## src/rtl/dvrtp_pkg.sv

```systemverilog
`default_nettype none

package dvrtp_pkg;

  // dif block geometry
  localparam int unsigned DIF_BYTES = 80;
  localparam logic [6:0] DIF_LAST = 7'(DIF_BYTES - 1);

  // payload modes
  localparam logic [1:0] MODE_VIDEO   = 2'd0;
  localparam logic [1:0] MODE_BUNDLED = 2'd1;
  localparam logic [1:0] MODE_AUDIO   = 2'd2;

  // block type codes from the top three bits of a block's first byte
  localparam logic [2:0] TYPE_LAST_ALWAYS = 3'd2;
  localparam logic [2:0] TYPE_AUDIO       = 3'd3;
  localparam logic [2:0] TYPE_VIDEO       = 3'd4;

  // configuration register indexes
  localparam logic [0:0] CFG_PAYLOAD_MODE = 1'b0;
  localparam logic [0:0] CFG_MAX_BLOCKS   = 1'b1;

  // configuration reset values
  localparam logic [1:0] MODE_RESET       = MODE_VIDEO;
  localparam logic [7:0] MAX_BLOCKS_RESET = 8'd17;

  // one result item
  typedef struct packed {
    logic [7:0] payload_byte;
    logic       byte_valid;
    logic       packet_end;
    logic       marker_bit;
  } result_t;

  // decide from the first byte of a block whether the block is carried
  function automatic logic block_kept(input logic [7:0] first_byte, input logic [1:0] mode);
    logic [2:0] kind;
    logic       keep;
    kind = first_byte[7:5];
    if (kind <= TYPE_LAST_ALWAYS) begin
      keep = 1'b1;
    end else if (kind == TYPE_AUDIO) begin
      keep = (mode != MODE_VIDEO);
    end else if (kind == TYPE_VIDEO) begin
      keep = (mode != MODE_AUDIO);
    end else begin
      keep = 1'b0;
    end
    return keep;
  endfunction

endpackage

`default_nettype wire

```

## src/rtl/dvrtp_out_buf.sv

```systemverilog
`default_nettype none

module dvrtp_out_buf
  import dvrtp_pkg::*;
(
  input  wire logic    clk_i,
  input  wire logic    rst_ni,
  input  wire logic    res_valid_i,
  input  wire result_t res_i,
  output logic         full_o,
  output logic         out_valid_o,
  input  wire logic    out_stall_i,
  output result_t      out_o
);

  logic    out_valid_q, out_valid_d;
  logic    skid_valid_q, skid_valid_d;
  result_t out_q, out_d;
  result_t skid_q, skid_d;
  logic    take;

  // downstream transfer of the head entry
  assign take = out_valid_q && !out_stall_i;

  // two-entry buffer: head register plus skid register
  always_comb begin
    out_valid_d  = out_valid_q;
    skid_valid_d = skid_valid_q;
    out_d        = out_q;
    skid_d       = skid_q;
    if (skid_valid_q) begin
      if (take) begin
        out_d        = skid_q;
        skid_valid_d = 1'b0;
      end
    end else if (!out_valid_q || take) begin
      out_valid_d = res_valid_i;
      out_d       = res_i;
    end else if (res_valid_i) begin
      skid_valid_d = 1'b1;
      skid_d       = res_i;
    end
  end

  always_ff @(posedge clk_i or negedge rst_ni) begin
    if (!rst_ni) begin
      out_valid_q  <= 1'b0;
      skid_valid_q <= 1'b0;
    end else begin
      out_valid_q  <= out_valid_d;
      skid_valid_q <= skid_valid_d;
    end
  end

  // payload needs no reset
  always_ff @(posedge clk_i) begin
    out_q  <= out_d;
    skid_q <= skid_d;
  end

  assign full_o      = skid_valid_q;
  assign out_valid_o = out_valid_q;
  assign out_o       = out_q;

endmodule

`default_nettype wire

```

## src/rtl/dv_dif_block_rtp_packetizer_top.sv

```systemverilog
// results: a byte's result is registered in the head register, or in the skid register
// while the head stalls; throughput: one byte per cycle while in_stall_o is low, set by the
// single registered pass over the block counters and the two-entry output buffer
// reset: counters and frame state clear, payload mode goes to video only,
// blocks per packet to 17, and the output buffer empties
`default_nettype none

module dv_dif_block_rtp_packetizer_top
  import dvrtp_pkg::*;
#(
  parameter int MAX_FRAME_BLOCKS = 4095
) (
  input  wire logic        clk_i,
  input  wire logic        rst_ni,
  // configuration port
  input  wire logic        cfg_we_i,
  input  wire logic [0:0]  cfg_idx_i,
  input  wire logic [7:0]  cfg_data_i,
  // frame byte input
  input  wire logic        in_valid_i,
  output logic             in_stall_o,
  input  wire logic [7:0]  frame_byte_i,
  input  wire logic        frame_start_i,
  input  wire logic [11:0] frame_blocks_i,
  // payload output
  output logic             out_valid_o,
  input  wire logic        out_stall_i,
  output logic [7:0]       payload_byte_o,
  output logic             byte_valid_o,
  output logic             packet_end_o,
  output logic             marker_bit_o
);

  logic [1:0]  mode_q;
  logic [7:0]  max_blocks_q;
  logic [6:0]  bib_q, bib_d;
  logic [11:0] rem_q, rem_d;
  logic [7:0]  filled_q, filled_d;
  logic        keep_q, keep_d;
  logic        in_frame_q, in_frame_d;

  logic        accept;
  logic        buf_full;
  logic [11:0] blocks_sat;
  logic [6:0]  bib_e;
  logic [11:0] rem_e;
  logic [7:0]  filled_e, filled_inc;
  logic        keep_e, in_frame_e;
  logic        close, marker;
  logic        res_valid;
  result_t     res, out_res;

  assign accept     = in_valid_i && !in_stall_o;
  assign in_stall_o = buf_full;

  // configuration writes
  always_ff @(posedge clk_i or negedge rst_ni) begin
    if (!rst_ni) begin
      mode_q       <= MODE_RESET;
      max_blocks_q <= MAX_BLOCKS_RESET;
    end else if (cfg_we_i) begin
      unique case (cfg_idx_i)
        CFG_PAYLOAD_MODE: mode_q       <= cfg_data_i[1:0];
        CFG_MAX_BLOCKS:   max_blocks_q <= cfg_data_i;
        default: ;
      endcase
    end
  end

  // block count clipped to the frame limit
  assign blocks_sat = (32'(frame_blocks_i) > MAX_FRAME_BLOCKS) ?
                      12'(MAX_FRAME_BLOCKS) : frame_blocks_i;

  // state as seen by this byte, restarted on a frame start
  always_comb begin
    if (frame_start_i) begin
      bib_e      = '0;
      rem_e      = blocks_sat;
      filled_e   = '0;
      keep_e     = 1'b0;
      in_frame_e = (blocks_sat != '0);
    end else begin
      bib_e      = bib_q;
      rem_e      = rem_q;
      filled_e   = filled_q;
      keep_e     = keep_q;
      in_frame_e = in_frame_q;
    end
  end

  // per-byte step: block type, counters, packet close and marker
  always_comb begin
    bib_d      = bib_e;
    rem_d      = rem_e;
    filled_d   = filled_e;
    keep_d     = keep_e;
    in_frame_d = in_frame_e;
    filled_inc = filled_e;
    close      = 1'b0;
    marker     = 1'b0;
    if (in_frame_e) begin
      if (bib_e == '0) begin
        keep_d = block_kept(frame_byte_i, mode_q);
      end
      if (bib_e >= DIF_LAST) begin
        bib_d = '0;
        rem_d = (rem_e != '0) ? rem_e - 12'd1 : '0;
        if (keep_d && filled_e != 8'hFF) begin
          filled_inc = filled_e + 8'd1;
        end
        close      = (filled_inc >= max_blocks_q) || (rem_d == '0);
        marker     = close && (rem_d < 12'd2);
        filled_d   = close ? '0 : filled_inc;
        in_frame_d = (rem_d != '0);
      end else begin
        bib_d = bib_e + 7'd1;
      end
    end
  end

  // result item for this byte
  always_comb begin
    res.payload_byte = keep_d ? frame_byte_i : 8'd0;
    res.byte_valid   = keep_d;
    res.packet_end   = close;
    res.marker_bit   = marker;
  end
  assign res_valid = accept && in_frame_e && (keep_d || close);

  always_ff @(posedge clk_i or negedge rst_ni) begin
    if (!rst_ni) begin
      bib_q      <= '0;
      rem_q      <= '0;
      filled_q   <= '0;
      keep_q     <= 1'b0;
      in_frame_q <= 1'b0;
    end else if (accept) begin
      bib_q      <= bib_d;
      rem_q      <= rem_d;
      filled_q   <= filled_d;
      keep_q     <= keep_d;
      in_frame_q <= in_frame_d;
    end
  end

  // result register and skid
  dvrtp_out_buf u_out_buf (
    .clk_i       (clk_i),
    .rst_ni      (rst_ni),
    .res_valid_i (res_valid),
    .res_i       (res),
    .full_o      (buf_full),
    .out_valid_o (out_valid_o),
    .out_stall_i (out_stall_i),
    .out_o       (out_res)
  );

  assign payload_byte_o = out_res.payload_byte;
  assign byte_valid_o   = out_res.byte_valid;
  assign packet_end_o   = out_res.packet_end;
  assign marker_bit_o   = out_res.marker_bit;

endmodule

`default_nettype wire

```

## config.mk

```make
export PLATFORM = sky130hd
export DESIGN_NAME = dv_dif_block_rtp_packetizer_top
export DESIGN_NICKNAME = d
export VERILOG_FILES = /design/src/rtl/dvrtp_pkg.sv /design/src/rtl/dvrtp_out_buf.sv /design/src/rtl/dv_dif_block_rtp_packetizer_top.sv
export SDC_FILE = /design/constraint.sdc
export NUM_CORES = 1
export LEC_CHECK = 0
export ABC_AREA = 1
export ABC_CLOCK_PERIOD_IN_PS = 4090
export BUFFER_PORTS_ARGS = -buffer_cell sky130_fd_sc_hd__buf_4
export CAP_MARGIN = 10
export CELL_PAD_IN_SITES_DETAIL_PLACEMENT = 1
export CELL_PAD_IN_SITES_GLOBAL_PLACEMENT = 1
export CORE_MARGIN = 4
export CORE_UTILIZATION = 43
export CTS_CLUSTER_DIAMETER = 200
export CTS_CLUSTER_SIZE = 40
export DETAILED_ROUTE_END_ITERATION = 7
export PLACE_DENSITY_LB_ADDON = 0.3
export SYNTH_ARGS = -nofsm -noshare
export SYNTH_HDL_FRONTEND = slang
export SYNTH_HIERARCHICAL = 1
export SYNTH_SLANG_ARGS = --single-unit
```

## constraint.sdc

```tcl
create_clock -name clk_i -period 4.09 [get_ports clk_i]
set_input_delay 1.0225 -clock clk_i [delete_from_list [all_inputs] [get_ports clk_i]]
set_output_delay 1.0225 -clock clk_i [all_outputs]
set_load 0.03 [all_outputs]
```

==> results.md <==
* Min-Delay Path Class: reg2reg
* Routed Antenna Nets at 0
* Num rows at 36
* Synth Area per Inst at 7.11 µm²
* Top area cells in the synthesized netlist: dfrtp_1 23%, nand2_1 17%, edfxtp_1 15%
* Number of I/O port buffers at 47
* Initial antenna violation count at 0
* VDD IR max at 0.000217 V
* Share of cells above drive strength 1 at 20.1%
* Clock Latency Late Sink at 0.37 ns
* Mapped Cells at 602
* Post-synth top area cell: dfrtp_1
* Crit path kind: in2reg
* Final period utilization at around 93%
* CTS Sinks at 63
* Synth Area in Compound Gates at 11.6%
* Element type at the critical path start: input pin
* H-tree depth at 3
* Fillers at around 1300
* CP Max Fanout at 11
* Root buffer cell: clkbuf_8
* RSZ-0062 raised after global routing: false
* Diode count at 0
* Grt met3 use at 3.60%
* Nets at 714
* DP Wirelength at 9440 µm
* Status: complete, no violations
* Post-synthesis adder-cell area fraction at 3.51%
* Grt ovf at 0
* Starting Density at between 40% and 50%
* Clock transition at the registers of the reported paths at 0.07 ns
* Average wire per standard cell at 15.8 µm
* Core Region at around 0.01 mm²
* Mux cell area share after synthesis at 0%
* Total track usage at about a quarter
* Grt met1 use at ~30%
* DR pass1 iterations at 4
* Total power at ~3.0 mW
* Synth unique cells at 41
* Slew HR at 29.4%
* Power Density at 587 mW/mm²
* Fmax at 263 MHz
* Leading cell types by count after synthesis: 196 x nand2_1, 87 x inv_1, 56 x nor2_1
* Syn Nets at 649
* Final Skew at ~0.014 ns
* Post-DP Area at 0.00493 mm²
* Crit path arrival time at 3.87 ns
* Synth warn at 6
* Final hold vios at 0
* # IOs at 48
* # DRC at 0
* Leak Pwr at about 2.7 nW
* Max-cap violations at 0
* Initial drt markers at 193
* Yosys reg bits at 63
* CTS tree: yes
* Sequential area share after synthesis at 39.5%
* DIE AREA at 0.0116 mm²
* Synth Area in XOR/XNOR at 1.43%
* Vert. Die Dim at 108 µm
* Mapped Area at 0.00428 mm²
* Fin area at between 0.005 and 0.006 mm²
* Area delta synth->final at 20.7%
* First-pass GRT wire length at between 20000 and 25000 µm
* Main combinational cell family by area after synthesis: simple AND/OR/NAND/NOR gates
* GR Layer Usage met2 at 40.7%
* Min Tclk post-route at between 3 and 4 ns
* Post-synth EDFFs at 22
* Num CTS Buffers at 9
* Number of global-route vias before repair at between 4000 and 5000
* Top_reg_cell synth: dfrtp_1
* Vias per std cell at approximately 5.3
* Worst setup EP type: flop
* Fraction of registers with async set/reset at 65.1%
* Hold_buf cts at 0
* Clk buf depth at 2
* Least-Margin Pin Slew at 1.06 ns
* Count leader, synth: nand2_1
* Post-synthesis simple-gate area fraction at 32.5%
* Largest net degree at the start of global routing at 42
* Final Max Tran Viols at 0
* Die X at 108 µm
* # setup viols final at 0
* CP Data Required Time at 4.16 ns
* Top-area cell type share of the netlist area at 22.8%
* Wirelength, routed at 12700 µm
* Final GP Congestion at ~0.88
* Grt peak-use layer: met2
* Via count at around 4200
critical path: stages:
cell and delay [ns]:
buf_6 0.14, inv_2 0.08, nand2_1 0.09, inv_1 0.05, or2_1 0.28, nor2_2 0.18
o21ai_4 0.13, nand3_4 0.16, nand2_1 0.06, nand2_1 0.09, inv_1 0.06, ha_1 0.32
nand4_1 0.19, o221ai_2 0.28, nor2_4 0.07, nand2_2 0.06, nand2_2 0.05, a21oi_2 0.13
inv_1 0.05, nor2_1 0.12, nand2_1 0.13, clkinv_4 0.12
per-stage QoR:
stage | setup TNS (ns) | hold slack [ns] | instances | util (%) | setup slack (ns)
2_1_floorplan | -0.896 | 0.449 | 602 | - | -0.0815
3_3_place_gp | 0 | 0.465 | 789 | 50.7 | 0.0393
3_5_place_dp | -1.73 | 0.478 | 789 | 50.7 | -0.158
4_1_cts | 0 | 0.497 | 805 | 52.9 | 0.209
5_1_grt | 0 | 0.531 | 805 | 53.1 | 0.000214
6_report | 0 | 0.489 | 805 | 53.1 | 0.292
power breakdown:
part / total (mW) / switching, mW / internal [mW]
registers: 0.978 / 0.105 / 0.873
clock network: 0.626 / 0.282 / 0.344
logic: 1.43 / 0.933 / 0.496
total: 3.03 / 1.32 / 1.71
final cells by class:
type | instances | area [µm²] | share of cell area, %
well taps | 133 | 166 | 3.22
repair buffers | 74 | 559 | 10.8
clock inverters | 7 | 97.6 | 1.89
clock buffers | 9 | 124 | 2.40
flip-flops and latches | 63 | 1690 | 32.7
inverters | 93 | 354 | 6.85
multi-input cells | 426 | 2180 | 42.1
cell families after synthesis:
family | Yosys count
buffers and inverters | 113
AO/OA/AOI/OAI | 81
adder cells (fa/ha/maj) | 12
AND/OR/NAND/NOR | 326
XOR/XNOR | 7
flip-flops | 63
registers in the layout, summed over array words and instances (netlist names):
signal                 flops
bib_q                      7
filled_q                   8
in_frame_q                 1
keep_q                     1
max_blocks_q               8
mode_q                     2
rem_q                     12
u_out_buf/full_o           1
u_out_buf/out_o           11
u_out_buf/out_valid_o      1
u_out_buf/skid_q          11
cell usage in the layout, fill, tap and decap left out, types with 6 or more instances in the layout:
| cell | count |
|---|---|
| a21oi_1 | 29 |
| nand2_1 | 194 |
| o221ai_1 | 12 |
| dfrtp_1 | 39 |
| inv_2 | 6 |
| edfxtp_1 | 22 |
| nand4_1 | 12 |
| nand2_2 | 11 |
| nor2_2 | 9 |
| o21ai_0 | 20 |
| clkbuf_8 | 9 |
| buf_4 | 73 |
| nand3_1 | 32 |
| ha_1 | 11 |
| xor2_1 | 6 |
| nor2_1 | 50 |
| inv_1 | 86 |
worst paths after layout:
check                           slack [ns]               startpoint                             to  cells past startpoint
worst max-delay path                  0.29            frame_start_i  u_out_buf/skid_q[8]$_DFFE_PP_                     22
worst min-delay path                  0.49  filled_q[0]$_DFFE_PN0P_        filled_q[0]$_DFFE_PN0P_                      2
worst max register to register        0.71     bib_q[1]$_DFFE_PN0P_  u_out_buf/skid_q[8]$_DFFE_PP_                     22
worst min register to register        0.49  filled_q[0]$_DFFE_PN0P_        filled_q[0]$_DFFE_PN0P_                      2
max in group asynchronous             3.04                   rst_ni         in_frame_q$_DFFE_PN0P_                      1
min in group asynchronous             0.64                   rst_ni           rem_q[7]$_DFFE_PN0P_                      1
repair_timing:
item                       in CTS  in global routing
setup endpoints to repair       0                 11
resized for setup               0                  4
buffers inserted                0                  0
metal layers:
metal	vias to the layer above	wire length [µm]
li1	2061	-
met1	2030	5720
met2	107	6090
met3	38	549
met4	0	372
met5	-	0
Power figures use the tool's default switching activity.
